**config.mk**
```make
export PLATFORM = sky130hd
export DESIGN_NAME = cpu_alu_with_flags_top
export DESIGN_NICKNAME = d
export VERILOG_FILES = /design/src/cpualu_pkg.sv /design/src/cpu_alu_with_flags_top.sv /design/src/cpualu_core.sv
export SDC_FILE = /design/constraint.sdc
export NUM_CORES = 1
export LEC_CHECK = 0
export BUFFER_PORTS_ARGS = -buffer_cell sky130_fd_sc_hd__buf_2
export CAP_MARGIN = 10
export CORE_MARGIN = 2
export CORE_UTILIZATION = 54
export DETAILED_ROUTE_END_ITERATION = 8
export PLACE_DENSITY_LB_ADDON = 0.2
export SLEW_MARGIN = 15
export SYNTH_ARGS = -nofsm -noshare
export SYNTH_HDL_FRONTEND = slang
export SYNTH_SLANG_ARGS = --single-unit
```
**constraint.sdc**
```tcl
create_clock -name clk -period 3.1 [get_ports clk]
set_input_delay 0.155 -clock clk [delete_from_list [all_inputs] [get_ports clk]]
set_output_delay 0.155 -clock clk [all_outputs]
set_load 0.02 [all_outputs]
```
**src/cpualu_pkg.sv**
```systemverilog
// Package with the command codes, flag positions and shared types of the 8-bit ALU.
package cpualu_pkg;

    localparam int CmdWidth  = 5;
    localparam int DataWidth = 16;
    localparam int ByteWidth = 8;
    localparam int IdxWidth  = 3;
    localparam int FlagWidth = 4;

    typedef logic [CmdWidth-1:0]  cmd_t;
    typedef logic [DataWidth-1:0] word_t;
    typedef logic [ByteWidth-1:0] byte_t;
    typedef logic [IdxWidth-1:0]  idx_t;
    typedef logic [FlagWidth-1:0] flags_t;

    // Flag bit positions within flags_t.
    localparam int FlagZ = 3;
    localparam int FlagN = 2;
    localparam int FlagH = 1;
    localparam int FlagC = 0;

    localparam cmd_t CMD_ADD   = 5'd0;
    localparam cmd_t CMD_ADC   = 5'd1;
    localparam cmd_t CMD_SUB   = 5'd2;
    localparam cmd_t CMD_SBC   = 5'd3;
    localparam cmd_t CMD_AND   = 5'd4;
    localparam cmd_t CMD_OR    = 5'd5;
    localparam cmd_t CMD_XOR   = 5'd6;
    localparam cmd_t CMD_CP    = 5'd7;
    localparam cmd_t CMD_INC   = 5'd8;
    localparam cmd_t CMD_DEC   = 5'd9;
    localparam cmd_t CMD_ADD16 = 5'd10;
    localparam cmd_t CMD_SWAP  = 5'd11;
    localparam cmd_t CMD_RLC   = 5'd12;
    localparam cmd_t CMD_RL    = 5'd13;
    localparam cmd_t CMD_RRC   = 5'd14;
    localparam cmd_t CMD_RR    = 5'd15;
    localparam cmd_t CMD_SLA   = 5'd16;
    localparam cmd_t CMD_SRA   = 5'd17;
    localparam cmd_t CMD_SRL   = 5'd18;
    localparam cmd_t CMD_BIT   = 5'd19;
    localparam cmd_t CMD_SET   = 5'd20;
    localparam cmd_t CMD_RES   = 5'd21;

    // One captured instruction waiting in the input register.
    typedef struct packed {
        cmd_t  command;
        word_t operand_a;
        word_t operand_b;
        idx_t  bit_index;
    } instr_t;

endpackage

```
**src/cpu_alu_with_flags_top.sv**
```systemverilog
// Top level of the 8-bit ALU with kept Z/N/H/C flag register and valid/stall channels.
//
// An instruction passes through the input register and then the result register, and a
// stalled output can hold it in either. A new instruction is taken every cycle while the
// input is not stalled. The flag register is updated as an instruction moves from the
// input register into the result register, so the next instruction sees the flags of
// the one before it. Results come out in order. A stalled output holds the pipeline,
// and the input stalls only when both registers are full and the output is not taken.
module cpu_alu_with_flags_top
    import cpualu_pkg::*;
(
    input  logic   clk,
    input  logic   rst_n,
    input  logic   in_valid,
    output logic   in_stall,
    input  cmd_t   command,
    input  word_t  operand_a,
    input  word_t  operand_b,
    input  idx_t   bit_index,
    output logic   out_valid,
    input  logic   out_stall,
    output word_t  result,
    output flags_t flags_out
);

    logic   s1_valid_reg;
    logic   s1_valid_next;
    instr_t s1_instr_reg;
    logic   out_valid_reg;
    logic   out_valid_next;
    word_t  result_reg;
    flags_t flags_out_reg;
    flags_t flag_reg;
    flags_t flag_next;
    word_t  core_result;
    flags_t core_flags;
    logic   out_free;
    logic   s1_move;
    logic   in_take;

    // The result register can take a new value when it is empty or being read.
    assign out_free = !out_valid_reg || !out_stall;
    assign s1_move  = s1_valid_reg && out_free;
    assign in_stall = s1_valid_reg && !out_free;
    assign in_take  = in_valid && !in_stall;

    cpualu_core u_core (
        .instr     (s1_instr_reg),
        .flags_in  (flag_reg),
        .result    (core_result),
        .flags_out (core_flags)
    );

    assign s1_valid_next  = in_take || (s1_valid_reg && !s1_move);
    assign out_valid_next = s1_move || (out_valid_reg && out_stall);
    assign flag_next      = s1_move ? core_flags : flag_reg;

    always_ff @(posedge clk or negedge rst_n)
    begin
        if (!rst_n)
        begin
            s1_valid_reg  <= 1'b0;
            out_valid_reg <= 1'b0;
            flag_reg      <= '0;
        end
        else
        begin
            s1_valid_reg  <= s1_valid_next;
            out_valid_reg <= out_valid_next;
            flag_reg      <= flag_next;
        end
    end

    always_ff @(posedge clk)
    begin
        if (in_take)
        begin
            s1_instr_reg <= '{command:   command,
                              operand_a: operand_a,
                              operand_b: operand_b,
                              bit_index: bit_index};
        end
        if (s1_move)
        begin
            result_reg    <= core_result;
            flags_out_reg <= core_flags;
        end
    end

    assign out_valid = out_valid_reg;
    assign result    = result_reg;
    assign flags_out = flags_out_reg;

    // The flag register changes only when an instruction is retired into the result register.
    a_flags_hold: assert property (@(posedge clk) disable iff (!rst_n)
        !s1_move |=> $stable(flag_reg))
        else $error("flag register changed without an instruction moving");

    // A shown result always carries the flags currently kept.
    a_flags_match: assert property (@(posedge clk) disable iff (!rst_n)
        out_valid_reg |-> (flags_out_reg == flag_reg))
        else $error("output flags differ from kept flags");

    // A result appears only after an instruction sat in the input register.
    a_out_source: assert property (@(posedge clk) disable iff (!rst_n)
        $rose(out_valid_reg) |-> $past(s1_valid_reg))
        else $error("result appeared without an instruction");

    // A waiting instruction is not lost while the output is stalled.
    a_s1_keep: assert property (@(posedge clk) disable iff (!rst_n)
        (s1_valid_reg && out_valid_reg && out_stall) |=> s1_valid_reg)
        else $error("instruction dropped during output stall");

endmodule

```
**src/cpualu_core.sv**
```systemverilog
// Combinational datapath of the ALU: one instruction and the stored flags in, result and flags out.
module cpualu_core
    import cpualu_pkg::*;
(
    input  instr_t instr,
    input  flags_t flags_in,
    output word_t  result,
    output flags_t flags_out
);

    byte_t       a;
    byte_t       b;
    logic        cin;
    logic        add_cin;
    logic        sub_cin;
    logic [8:0]  add_sum;
    logic [4:0]  add_half;
    logic [8:0]  sub_diff;
    logic [4:0]  sub_half;
    logic [16:0] wide_sum;
    logic [12:0] wide_half;
    byte_t       bit_mask;
    byte_t       res8;
    word_t       res_w;
    flags_t      fl;

    assign a   = instr.operand_a[ByteWidth-1:0];
    assign b   = instr.operand_b[ByteWidth-1:0];
    assign cin = flags_in[FlagC];

    assign add_cin = (instr.command == CMD_ADC) & cin;
    assign sub_cin = (instr.command == CMD_SBC) & cin;

    // Carry-in is added at full width, so 0xFF plus carry still sets C and H.
    assign add_sum  = {1'b0, a} + {1'b0, b} + {8'd0, add_cin};
    assign add_half = {1'b0, a[3:0]} + {1'b0, b[3:0]} + {4'd0, add_cin};
    // The top bit of each difference is the borrow.
    assign sub_diff = {1'b0, a} - {1'b0, b} - {8'd0, sub_cin};
    assign sub_half = {1'b0, a[3:0]} - {1'b0, b[3:0]} - {4'd0, sub_cin};

    assign wide_sum  = {1'b0, instr.operand_a} + {1'b0, instr.operand_b};
    assign wide_half = {1'b0, instr.operand_a[11:0]} + {1'b0, instr.operand_b[11:0]};

    assign bit_mask = byte_t'(1) << instr.bit_index;

    always_comb
    begin
        res8  = '0;
        res_w = '0;
        fl    = flags_in;
        unique case (instr.command)
            CMD_ADD, CMD_ADC:
            begin
                res8 = add_sum[7:0];
                fl   = {res8 == '0, 1'b0, add_half[4], add_sum[8]};
            end
            CMD_SUB, CMD_SBC, CMD_CP:
            begin
                res8 = (instr.command == CMD_CP) ? a : sub_diff[7:0];
                fl   = {sub_diff[7:0] == '0, 1'b1, sub_half[4], sub_diff[8]};
            end
            CMD_AND:
            begin
                res8 = a & b;
                fl   = {res8 == '0, 1'b0, 1'b1, 1'b0};
            end
            CMD_OR:
            begin
                res8 = a | b;
                fl   = {res8 == '0, 3'b000};
            end
            CMD_XOR:
            begin
                res8 = a ^ b;
                fl   = {res8 == '0, 3'b000};
            end
            CMD_INC:
            begin
                res8 = a + 8'd1;
                fl   = {res8 == '0, 1'b0, a[3:0] == 4'hF, cin};
            end
            CMD_DEC:
            begin
                res8 = a - 8'd1;
                fl   = {res8 == '0, 1'b1, a[3:0] == 4'h0, cin};
            end
            CMD_ADD16:
            begin
                res_w = wide_sum[15:0];
                fl    = {flags_in[FlagZ], 1'b0, wide_half[12], wide_sum[16]};
            end
            CMD_SWAP:
            begin
                res8 = {a[3:0], a[7:4]};
                fl   = {res8 == '0, 3'b000};
            end
            CMD_RLC:
            begin
                res8 = {a[6:0], a[7]};
                fl   = {res8 == '0, 2'b00, a[7]};
            end
            CMD_RL:
            begin
                res8 = {a[6:0], cin};
                fl   = {res8 == '0, 2'b00, a[7]};
            end
            CMD_RRC:
            begin
                res8 = {a[0], a[7:1]};
                fl   = {res8 == '0, 2'b00, a[0]};
            end
            CMD_RR:
            begin
                res8 = {cin, a[7:1]};
                fl   = {res8 == '0, 2'b00, a[0]};
            end
            CMD_SLA:
            begin
                res8 = {a[6:0], 1'b0};
                fl   = {res8 == '0, 2'b00, a[7]};
            end
            CMD_SRA:
            begin
                res8 = {a[7], a[7:1]};
                fl   = {res8 == '0, 2'b00, a[0]};
            end
            CMD_SRL:
            begin
                res8 = {1'b0, a[7:1]};
                fl   = {res8 == '0, 2'b00, a[0]};
            end
            CMD_BIT:
            begin
                res8 = a;
                fl   = {(a & bit_mask) == '0, 1'b0, 1'b1, cin};
            end
            CMD_SET:
            begin
                res8 = a | bit_mask;
            end
            CMD_RES:
            begin
                res8 = a & ~bit_mask;
            end
            default:
            begin
                // Unused codes give zero and leave the flags alone.
                res8 = '0;
                fl   = flags_in;
            end
        endcase
    end

    assign result    = (instr.command == CMD_ADD16) ? res_w : {8'd0, res8};
    assign flags_out = fl;

endmodule
```
# Word level (Yosys, flattened, before mapping)
# Index checks and enable logic that the tools add are counted.
# op_classes
n_bitwise	9
muxes	4
shifts	1
eq_ne	22
addsub	12
reduce_logical	33
# op_table
op	count
$pmux W8 S18	1
$logic_not A8 Y1	14
$pmux W4 S17	1
$eq A5 B4 Y1 const B	8
$eq A5 B5 Y1 const B	6
$and A8 B8 Y8	3
$eq A5 B3 Y1 const B	4
$add A16 B16 Y17	1
$mux W8	2
$or A8 B8 Y8	2
$logic_not A7 Y1	2
$add A12 B12 Y13	1
$eq A5 B2 Y1 const B	2
$add A8 B8 Y9	1
$add A9 B1 Y9	1
$sub A8 B8 Y9	1
$sub A9 B1 Y9	1
$add A8 B1 Y8 const B	1
$not A8 Y8	1
$shl A1 B3 Y8 const A	1
$sub A8 B1 Y8 const B	1
$xor A8 B8 Y8	1
$add A4 B4 Y5	1
$add A5 B1 Y5	1
12 further kinds	23
# word_totals
inputBits	44
output_inout_bits	22
ff_bits	66
word_cells	91

# Depth between registers and ports, before layout
# Gate-level depths: netlist of run 1.
# logic_depth
word_depth	7
mapped_depth	13
ltp_nobuf	12

# Hierarchy
# A second synthesis of run 1 with hierarchy kept.
# hier_totals
cells_unflattened	607
hier_area_um2	5582.9
# modules_own_cells
module	area_each_um2	instances	seq_area_each_um2	cells_per_inst
cpualu_core	3537.1	1	0.0	531
cpu_alu_with_flags_top	2045.7	1	1951.9	76

# Worst setup path before layout of run 1
# Ideal clock, no wire load.
# synth_timing
kind	reg2reg
start	register s1_instr_reg[39] (netlist name)
end	register result_reg[4], in the netlist result[4] (data pin)
path_buffers	1
t_arrival_ps	2815
period_less_slack_ps	3078
required_time_ps	2837
setup_slack_ps	22
stages_incl_launch_ff	12
setup_ps	263
path_cell_list	edfxtp_1 > buf_6 > nor2_2 > nand4b_1 > fa_1 > fa_1 > o21ai_0 > and2b_1 > xnor2_1 > a22oi_1 > nand4_1 > a2111o_1
# synth_via
elab_chain_len	6
elab_cells_between_ends	31
cone_classes	add/sub: 2; eq/ne: 21; mux: 3; bitwise: 2; reduce/logical: 3
# synth_rtl
element	line	source
start: declaration	cpu_alu_with_flags_top.sv:28	instr_t s1_instr_reg;
start signal: assignment	cpu_alu_with_flags_top.sv:78	s1_instr_reg <= '{command: command,
$eq A5 B2 Y1	cpualu_core.sv:32, cpualu_core.sv:51	
$and A1 B1 Y1	cpualu_core.sv:32	assign sub_cin = (instr.command == CMD_SBC) & cin;
$sub A9 B1 Y9	cpualu_core.sv:38	assign sub_diff = {1'b0, a} - {1'b0, b} - {8'd0, sub_cin};
$mux W8	cpualu_core.sv:59	res8 = (instr.command == CMD_CP) ? a : sub_diff[7:0];
$pmux W8 S18	cpualu_core.sv:51	unique case (instr.command)
$mux W8 *	cpualu_core.sv:154	assign result = (instr.command == CMD_ADD16) ? res_w : {8'd0, res8};
net core_result[4]	cpu_alu_with_flags_top.sv:35	word_t core_result;
end signal: assignment	cpu_alu_with_flags_top.sv:85	result_reg <= core_result;
end: declaration	cpu_alu_with_flags_top.sv:31	word_t result_reg;
# Mark *: on every way through the listed nets, which the timed path passes. The rest lies on a longest branch.
# A chain may end at the register's enable or synchronous reset.

# Worst setup path in the final report of run 1
# layout_timing
start	register s1_instr_reg[39] (netlist name)
end	register flags_out_reg[3], in the netlist flags_out[3] (data pin)
# layout_via
elab_chain_len	5
elab_cells_between_ends	29
cone_classes	add/sub: 2; eq/ne: 19; mux: 1; bitwise: 2; reduce/logical: 5
# layout_rtl
element	line	source
$eq A5 B2 Y1 / $eq A5 B1 Y1 (equally long branches)	cpualu_core.sv:32, cpualu_core.sv:51, cpualu_core.sv:31	
$and A1 B1 Y1 (on tied branches)	cpualu_core.sv:32, cpualu_core.sv:31	
$sub A9 B1 Y9 / $add A9 B1 Y9 (equally long branches)	cpualu_core.sv:38, cpualu_core.sv:35	
$logic_not A8 Y1 (on tied branches)	cpualu_core.sv:60, cpualu_core.sv:55	
$pmux W4 S17 *	cpualu_core.sv:51	
net core_flags[3]	cpu_alu_with_flags_top.sv:36	flags_t core_flags;
end signal: assignment	cpu_alu_with_flags_top.sv:86	flags_out_reg <= core_flags;
end: declaration	cpu_alu_with_flags_top.sv:32	flags_t flags_out_reg;
# Marks and branches as above.

==> metrics.csv, run 1 <==
stage;metric;value;unit
run_status;status;complete, no violations;
clocking;clock root buffer;clkbuf_8;
die;Std-Cell Rows;37;
drt;First DRT Iteration DRCs;523;
finish;fill count;845;
pwr;Clock power frac;0.283;
die;DIE AREA;0.0114;sq mm
worst_hold_path;Hold Path Sink;s1_instr_reg[19];
worst_setup_path;worst-path cell chain;nor2_2, nand4b_1, fa_2, inv_1, ha_1, o21ai_2, a2111oi_0, o21a_1, o21a_1, o211ai_1, nand3_2, o21a_1;
worst_hold_path;hold path start;operand_a[0];
die;Top Ports;66;
pwr;combinational cell fraction of total power;0.339;
place;DP Area;0.00632;sq mm
drt;routed vias;5645;
sta;Final setup viols;0;
yosys;synth top area cells;edfxtp_1 32%, ha_1 9.5%, nor2_1 3.0%, nand2_1 2.8%, xnor2_1 2.8%;
drt;vias per inst;6.51;
drt;final wirelength;20.1;mm
pwr;Pint;1.92;mW
worst_setup_path;flop-to-flop setup slack;0.15;ns
place;DPL Wire Length;14.8;mm
worst_setup_path;Worst Path Arrival;3.08;ns
yosys;share of the synthesized area in the top cell type;0.317;
finish;final-stage net count;818;
global_route;GRT Residual Overflow;0;
yosys;Post-synth EDFFs;60;
finish;share of cells above drive strength 1;0.231;
global_route;largest net degree at the start of global routing;41;
worst_setup_path;most frequent CP cell;o21a_1;
worst_setup_path;Startpoint Class;register;
pwr;Leakage;2.81;nW
global_route;number of global-route vias before repair;5470;
worst_setup_path;Worst Setup End Kind;register;
clocking;H-tree levels;3;
yosys;Net Count, Synth;690;
yosys;cells after synthesis;598;
sta;final hold violation count;0;
finish;fin area;0.00699;sq mm
pwr;power per cell area;420;mW/mm^2
yosys;most numerous cell in the Yosys netlist;edfxtp_1;
drt;Final ANT Viol Nets;0;
sta;Worst Tran Pin Value;1.02;ns
finish;max reg flops;40;
worst_setup_path;crit path max fanout;3;
worst_setup_path;FF-to-FF Start;s1_instr_reg[39];
die;Starting Density;0.553;
pwr;Worst IR Drop VDD;308;uV
worst_setup_path;Critical Path RT;3.22;ns
clocking;clk sinks;66;
global_route;initial antenna violation count;0;
finish;Syn-to-layout area delta;23.1;%
global_route;first-pass GRT wire length;30.8;mm
clocking;clock latency on the worst-skew pair;0.36;ns
worst_setup_path;Critical Path Max Stage Delay;0.57;ns
yosys;ys async rst share;0.0909;
pwr;total power;2.94;mW
die;Die Wd;107;um
die;core area;0.0103;sq mm
yosys;register area share after synthesis;0.344;
worst_setup_path;Slowest-stage cell, CP;fa_2;
yosys;top post-synthesis cells by count;60 x edfxtp_1, 45 x nor2_1, 43 x ha_1, 43 x nand2_1, 33 x inv_1;
worst_setup_path;R2R depth;12;
sta;Tmin final;2.95;ns
global_route;gr usage total;0.362;
pwr;NetSw;1.02;mW
sta;max_slew headroom;0.319;
place;dpl ws;0.0421;ns
yosys;leading area contributor after synthesis;edfxtp_1;
drt;drt first pass iters;6;
yosys;Syn. warnings;0;
pwr;Reg power frac;0.378;
sta;max-slew violations;0;
sta;Final Cycle Share;0.953;
finish;final core utilization;0.680;
yosys;syn_area_per_cell;9.50;sq um
die;Die H;107;um
worst_setup_path;Worst Setup Path Type;register to register;
place;GPL Wtd Cong;1.08;
yosys;Yosys cell types;87;
sta;Worst Skew;0.0149;ns
clocking;Clock Tree Buf Depth;2;
place;PortBufs;65;
yosys;Mapped Area;0.00568;sq mm
worst_hold_path;Hold Path Depth;1;
finish;number of antenna repair diodes;0;
yosys;Top FF cell, synth;edfxtp_1;
worst_hold_path;worst hold path type;primary input to register;
pwr;sw frac;0.346;
flow_run;Max-Cap Viols;0;
clocking;CTS tree;yes;
sta;fmax;0.339;GHz
sta;final setup TNS;0;ns
clocking;Worst-path clk slew;0.08;ns
drt;Post-route DRC;0;
drt;wire per inst;23.2;um
yosys;#FFs+latches synth;66;
worst_setup_path;RR Endpoint;flags_out[3];
sta;Final WS setup;0.146;ns
clocking;CTS buffer count;9;
[how the worst max path moves through the flow]
| stage | to | startpoint |
|---|---|---|
| global placement | flags_out[3] | s1_instr_reg[36] |
| global route | flags_out[1] | s1_instr_reg[19] |
| floorplan | result[4] | s1_instr_reg[39] |
| finish | flags_out[3] | s1_instr_reg[39] |
| CTS | flags_out[3] | s1_instr_reg[36] |
| detailed placement | flags_out[3] | s1_instr_reg[36] |
[cell usage in the layout, fill, tap and decap left out, types with 8 or more instances in the layout]
cell,count
nand4_1,10
edfxtp_1,60
nor2_1,45
nand2b_1,8
a21oi_1,26
o21ai_0,23
buf_2,65
nor3_1,24
clkbuf_8,9
a22oi_1,8
ha_1,43
inv_1,32
nand3_1,19
dlygate4sd3_1,41
xor2_1,12
xnor2_1,18
buf_4,44
nand2_1,43
[per-layer routing]
metal,routed length (um),up-vias,track usage
met3,2000,66,0.0754
met1,7920,2674,0.472
met5,0,-,0
li1,-,2525,-
met2,9350,380,0.576
met4,865,0,0.173
[final cells by class]
class | count | area [sq um] | share of cell area
clock buffers | 11 | 131 | 0.0188
clock inverters | 5 | 86.3 | 0.0123
inverters | 35 | 131 | 0.0188
multi-input cells | 463 | 3430 | 0.491
flip-flops and latches | 66 | 1950 | 0.279
well taps | 136 | 170 | 0.0243
repair buffers | 151 | 1090 | 0.155
[what timing repair did]
action / in CTS / in global routing
hold endpoints to repair: 46 / 0
hold buffers: 41 / 0
buffers inserted: 0 / 0
endpoints found under the setup margin: 0 / 8
gates resized for setup: 0 / 15
[per-stage QoR]
stage,hold slack [ns],std cells
2_1_floorplan,-0.141,598
3_3_place_gp,-0.0132,810
3_5_place_dp,-0.00567,810
4_1_cts,0.0143,867
5_1_grt,0.0108,867
6_report,0.0215,867
[power by group through the flow]
| stage | logic, mW | clock network, mW | registers [mW] |
|---|---|---|---|
| floorplan | 0.589 | 0 | 1.15 |
| global placement | 0.894 | 0 | 1.13 |
| detailed placement | 0.907 | 0 | 1.13 |
| CTS | 0.954 | 0.835 | 1.11 |
| global route | 1.06 | 0.869 | 1.12 |
| finish | 0.995 | 0.833 | 1.11 |
[worst max-delay path, delay by kind of cell (launching register included)]
kind	cells	cell delay [ns]
compound gates	6	1.05
fa+ha+maj	2	0.75
simple gates	3	0.48
flops	1	0.40
buf+inv	1	0.05
[logic make-up (layout without fill, tap and decap cells)]
kind of cell,count (synthesis),count (layout),share of synthesized area
AOI/OAI and AO/OA,164,164,0.216
xor gates and xnor gates,30,30,0.0462
adders and majority gates,48,48,0.112
buffers and inverters,69,202,0.0597
DFF,66,66,0.344
muxes,12,12,0.0266
and+or+nand+nor,209,209,0.196
Note: power is estimated with default switching activity, not from simulation.
==> inputs of run 2 (changes only) <==
--- a/config.mk
+++ b/config.mk
@@ -10,7 +10,7 @@
 export CORE_MARGIN = 2
 export CORE_UTILIZATION = 54
 export DETAILED_ROUTE_END_ITERATION = 8
-export PLACE_DENSITY_LB_ADDON = 0.2
+export PLACE_DENSITY = 0.78
 export SLEW_MARGIN = 15
 export SYNTH_ARGS = -nofsm -noshare
 export SYNTH_HDL_FRONTEND = slang
==> run 2 against run 1 <==
Compared with the run above: the run now ends with setup timing left; die area did not move; routed wire length rose by 4.5%; via count rose by 1.9%; power rose by 4.8%; cell count rose by 2.4%; sequential power barely moved; core utilization rose by 3.0 points; global-route usage rose by 1.4 points; worst hold slack improved by 0.0010 ns; register-to-register slack got worse by 0.26 ns; first-iteration DRC count rose by 28%; combinational power rose by 13%; highest routed layer unchanged.
==> metrics.csv, run 2 (synthesis results as in run 1) <==
stage;metric;value;unit
worst_setup_path;Critical Path Max Stage Delay;0.65;ns
drt;Post-route DRC;0;
worst_setup_path;Worst Setup End Kind;register;
die;Die H;107;um
run_status;violated checks;setup timing;
worst_setup_path;FF-to-FF Start;s1_instr_reg[35];
drt;Final ANT Viol Nets;0;
worst_setup_path;crit path max fanout;2;
sta;Worst Tran Pin Value;1.00;ns
sta;RSZ-0062 raised after global routing;yes;
worst_setup_path;worst-path cell chain;buf_4, nand2_2, nand4b_1, fa_2, inv_2, ha_4, o21ai_2, a2111oi_2, o21a_1, o21a_1, buf_4, buf_4, o31ai_2, a211o_1;
finish;final-stage net count;839;
global_route;largest net degree at the start of global routing;41;
sta;Final WS setup;-0.113;ns
finish;share of cells above drive strength 1;0.275;
drt;final wirelength;21.0;mm
clocking;CTS buffer count;9;
finish;fin area;0.00730;sq mm
worst_hold_path;hold path start;in_valid;
finish;max reg flops;40;
sta;Tmin final;3.21;ns
place;PortBufs;65;
global_route;first-pass GRT wire length;32.1;mm
pwr;power per cell area;422;mW/mm^2
worst_setup_path;CP Launch Point;s1_instr_reg[35];
sta;fmax;0.311;GHz
flow_run;Max-Cap Viols;0;
worst_setup_path;Slowest-stage cell, CP;fa_2;
place;GPL Wtd Cong;1.02;
worst_setup_path;Critical Path RT;3.34;ns
die;core area;0.0103;sq mm
sta;Final setup viols;4;
sta;final hold violation count;0;
global_route;initial antenna violation count;1;
place;dpl cells;824;
die;Die Wd;107;um
clocking;clk sinks;66;
finish;fin cells;888;
clocking;CTS tree;yes;
finish;most common cell after layout, fill and taps aside;buf_2;
finish;most frequent cells in the layout;65 x buf_2, 62 x buf_4, 60 x edfxtp_1;
die;DIE AREA;0.0114;sq mm
clocking;Worst-path clk slew;0.09;ns
sta;Final Cycle Share;1.04;
clocking;clock latency on the worst-skew pair;0.38;ns
clocking;Clock Tree Buf Depth;2;
die;Std-Cell Rows;37;
clocking;clock root buffer;clkbuf_8;
drt;vias per inst;6.48;
finish;number of antenna repair diodes;0;
pwr;Worst IR Drop VDD;294;uV
worst_setup_path;Worst Setup Path Type;register to register;
sta;max_slew headroom;0.331;
worst_setup_path;most frequent CP cell;buf_4;
clocking;H-tree levels;3;
drt;routed vias;5754;
die;Top Ports;66;
worst_setup_path;Startpoint Class;register;
die;Starting Density;0.553;
pwr;Leakage;2.96;nW
sta;max-slew violations;0;
global_route;GRT Residual Overflow;0;
finish;final core utilization;0.710;
drt;drt first pass iters;5;
drt;wire per inst;23.7;um
finish;Syn-to-layout area delta;28.5;%
place;DPL Wire Length;14.7;mm
worst_setup_path;Worst Path Arrival;3.45;ns
worst_hold_path;worst hold path type;primary input to register;
sta;worst hold margin;0.0225;ns
place;dpl ws;-0.177;ns
run_status;status;finished with violations;
global_route;gr usage total;0.376;
place;DP Area;0.00643;sq mm
global_route;number of global-route vias before repair;5695;
drt;First DRT Iteration DRCs;670;
sta;Worst Skew;0.0185;ns
-- run 2: routing by layer --
metal,up-vias,share of wire,GRT usage
li1,2554,-,-
met5,-,0,0
met4,0,0.047,0.168
met2,424,0.46,0.592
met1,2688,0.39,0.486
met3,88,0.11,0.0997
-- run 2: critical path: cells and delay by family (launching register included) --
| kind | cells | cell delay (ns) |
|---|---|---|
| AO/OA/AOI/OAI | 6 | 1.11 |
| adder cells (fa/ha/maj) | 2 | 0.80 |
| buffers and inverters | 4 | 0.43 |
| flip-flops | 1 | 0.39 |
| AND/OR/NAND/NOR | 2 | 0.36 |
-- run 2: area by class of cell --
type / instances / area (sq um)
Timing Repair Buffer: 172 / 1250
Clock buffer: 9 / 124
Fill cell: 781 / 2980
Inverter: 35 / 131
Multi-Input combinational cell: 463 / 3570
Tap cell: 136 / 170
Clock inverter: 7 / 93.8
Sequential cell: 66 / 1950
-- run 2: power by group --
part           internal [mW]  leakage (nW)  switching, mW
combinational          0.473          2.20          0.646
sequential              1.06         0.654         0.0462
clock                  0.451         0.107          0.399
-- run 2: path summary, 6_finish.rpt --
path,slack (ns),cells past startpoint,end
hold reg to reg,0.52,1,flag_reg[2]
setup / recovery,-0.11,14,result[7]
min in group asynchronous,0.14,2,out_valid
max in group asynchronous,2.81,2,flag_reg[3]
setup reg to reg,-0.11,14,result[7]
hold / removal,0.02,2,s1_valid_reg
-- run 2: stage by stage --
stage	total power, mW	TNS, ns
after floorplan	1.74	0
after global placement	2.06	-0.526
after detailed placement	2.08	-0.792
after CTS	2.96	-0.363
after global routing	3.18	-0.662
final	3.08	-0.311
-- run 2: repair_timing --
item                                    4_1_cts  5_1_grt
cloned                                        0        0
hold buffers                                 41        0
setup buffers                                 2        6
resized for setup                            13       28
endpoints found under the setup margin        8       10
pin swaps                                    12       16
endpoints found under the hold margin        46        0
==> inputs of run 3 (changes only) <==
--- a/config.mk
+++ b/config.mk
@@ -7,10 +7,12 @@
 export LEC_CHECK = 0
 export BUFFER_PORTS_ARGS = -buffer_cell sky130_fd_sc_hd__buf_2
 export CAP_MARGIN = 10
+export CELL_PAD_IN_SITES_DETAIL_PLACEMENT = 0
+export CELL_PAD_IN_SITES_GLOBAL_PLACEMENT = 1
 export CORE_MARGIN = 2
-export CORE_UTILIZATION = 54
+export CORE_UTILIZATION = 42
 export DETAILED_ROUTE_END_ITERATION = 8
-export PLACE_DENSITY = 0.78
+export PLACE_DENSITY_LB_ADDON = 0.1
 export SLEW_MARGIN = 15
 export SYNTH_ARGS = -nofsm -noshare
 export SYNTH_HDL_FRONTEND = slang
==> constraint.sdc (replaced) <==
create_clock -name clk -period 3.1 [get_ports clk]
set_input_delay 0.31 -clock clk [delete_from_list [all_inputs] [get_ports clk]]
set_output_delay 0.31 -clock clk [all_outputs]
set_load 0.02 [all_outputs]
==> run 3 against run 2 <==
Compared with the run above: the run now ends clean; register-to-register slack improved by 0.21 ns; global-route usage decreased by 9.1 points; die area increased by 27%; sequential power about the same; clock-buffer cell count unchanged; critical path depth decreased by 7; sequential share of layout area increased by 1.8 points; core utilization decreased by 19 points; worst hold slack improved by 0.11 ns; highest routed layer unchanged.
==> metrics.csv, run 3 (synthesis results as in run 1) <==
stage;metric;value;unit
die;Die H;120;um
worst_setup_path;CP Buf/Inv Count;1;
place;PortBufs;65;
die;core area;0.0132;sq mm
pwr;combinational cell fraction of total power;0.320;
sta;Tmin final;3.01;ns
global_route;number of global-route vias before repair;5179;
clocking;Clock Tree Buf Depth;2;
worst_setup_path;crit path max fanout;17;
die;Die Wd;120;um
worst_setup_path;Worst Setup End Kind;register;
sta;Worst Tran Pin Value;1.00;ns
clocking;Worst-path clk slew;0.06;ns
pwr;Clock power frac;0.315;
global_route;gr usage total;0.285;
sta;worst hold margin;0.132;ns
worst_setup_path;Startpoint Class;register;
sta;Final setup viols;0;
pwr;Pint;2.00;mW
drt;drt first pass iters;5;
global_route;largest net degree at the start of global routing;41;
worst_setup_path;Slowest-stage cell, CP;a2111oi_1;
pwr;Leakage;2.72;nW
die;DIE AREA;0.0145;sq mm
pwr;total power;3.04;mW
sta;max-slew violations;0;
pwr;Worst IR Drop VDD;530;uV
place;dpl cells;863;
worst_setup_path;Critical Path RT;3.19;ns
clocking;clk sinks;66;
finish;fin cells;880;
finish;most common cell after layout, fill and taps aside;buf_2;
worst_setup_path;Critical Path Max Stage Delay;0.58;ns
worst_setup_path;Worst Setup Path Type;register to register;
sta;max_slew headroom;0.332;
global_route;GRT Residual Overflow;0;
clocking;post-CTS setup buffer count;0;
finish;final-stage net count;791;
finish;final core utilization;0.515;
sta;fmax;0.333;GHz
sta;Worst Skew;0.0108;ns
place;DP Area;0.00647;sq mm
drt;wire per inst;23.1;um
clocking;H-tree levels;3;
finish;max reg flops;40;
die;Starting Density;0.429;
place;DPL Wire Length;15.6;mm
place;GPL Wtd Cong;1.02;
die;Std-Cell Rows;42;
sta;Final Cycle Share;0.970;
drt;Post-route DRC;0;
drt;First DRT Iteration DRCs;570;
sta;final setup TNS;0;ns
drt;Final ANT Viol Nets;0;
finish;Syn-to-layout area delta;20.1;%
sta;final hold violation count;0;
global_route;initial antenna violation count;0;
worst_setup_path;CP delay by family, top;compound AO/OA/AOI/OAI gates;
sta;Final WS setup;0.0940;ns
pwr;Reg power frac;0.365;
pwr;sw frac;0.343;
pwr;NetSw;1.04;mW
clocking;CTS buffer count;9;
worst_setup_path;Worst Path Arrival;3.10;ns
die;Top Ports;66;
clocking;clock latency on the worst-skew pair;0.35;ns
clocking;clock root buffer;clkbuf_16;
finish;most frequent cells in the layout;65 x buf_2, 60 x edfxtp_1, 57 x buf_4;
pwr;power per cell area;445;mW/mm^2
place;dpl ws;0.0120;ns
run_status;status;complete, no violations;
drt;vias per inst;6.10;
finish;share of cells above drive strength 1;0.263;
finish;fin area;0.00683;sq mm
global_route;first-pass GRT wire length;30.7;mm
drt;final wirelength;20.3;mm
worst_hold_path;worst hold path type;primary input to register;
worst_setup_path;worst-path cell chain;buf_4, or3b_1, nor2_2, a221o_1, a2111oi_1, o211ai_1, a211o_1;
finish;number of antenna repair diodes;0;
flow_run;Max-Cap Viols;0;
clocking;CTS tree;yes;
drt;routed vias;5369;
==> run 3: cell count changes in the layout (fill, tap and decap cells not counted), sizes merged <==
cell	change
dlygate4sd3	-40
buf	-8
clkinvlp	+3
bufinv	-2
clkinv	-2
inv	+1
==> run 3: metal layers <==
metal | GRT usage | wire (um) | part of all wire | vias to the layer above
li1 | - | - | - | 2469
met1 | 0.390 | 8980 | 0.44 | 2619
met2 | 0.453 | 9390 | 0.46 | 238
met3 | 0.0429 | 1250 | 0.062 | 43
met4 | 0.116 | 682 | 0.034 | 0
met5 | 0 | 0 | 0 | -
==> run 3: power by group through the flow <==
stage	combinational [mW]	clock [mW]	sequential, mW
3_3_place_gp	0.939	0	1.13
2_1_floorplan	0.589	0	1.15
4_1_cts	0.942	0.985	1.11
5_1_grt	1.06	1.01	1.12
3_5_place_dp	0.935	0	1.13
6_report	0.972	0.958	1.11
==> run 3: worst paths after layout <==
kind                             startpoint         endpoint  slack [ns]  cells after the start
max                        s1_instr_reg[37]        result[7]        0.09                      7
min                            operand_b[6]  s1_instr_reg[9]        0.13                      1
max reg2reg                s1_instr_reg[37]        result[7]        0.09                      7
min reg2reg                     flag_reg[2]      flag_reg[2]        0.51                      1
max in group asynchronous             rst_n      flag_reg[3]        2.63                      2
min in group asynchronous             rst_n     s1_valid_reg        0.32                      2
==> run 3: final cells by class <==
cell class / instances / area (sq um)
Clock buffer: 9 / 225
Clock inverter: 7 / 55.1
Fill cell: 1256 / 6420
Inverter: 35 / 131
Multi-Input combinational cell: 463 / 3460
Sequential cell: 66 / 1950
Tap cell: 176 / 220
Timing Repair Buffer: 124 / 783
==> run 3: worst reg2reg max path, stage by stage (launching register included) <==
cell and delay [ns]:
edfxtp_1 0.40, buf_4 0.22, or3b_1 0.47, nor2_2 0.19, a221o_1 0.40, a2111oi_1 0.58
o211ai_1 0.22, a211o_1 0.28
==> run 3: what timing repair did <==
item                                    in CTS  in global routing
endpoints found under the setup margin       1                  9
cloned                                       0                  0
hold endpoints to repair                     6                  0
pin swaps                                    1                  2
hold buffers                                 1                  0
gates resized for setup                      1                 16
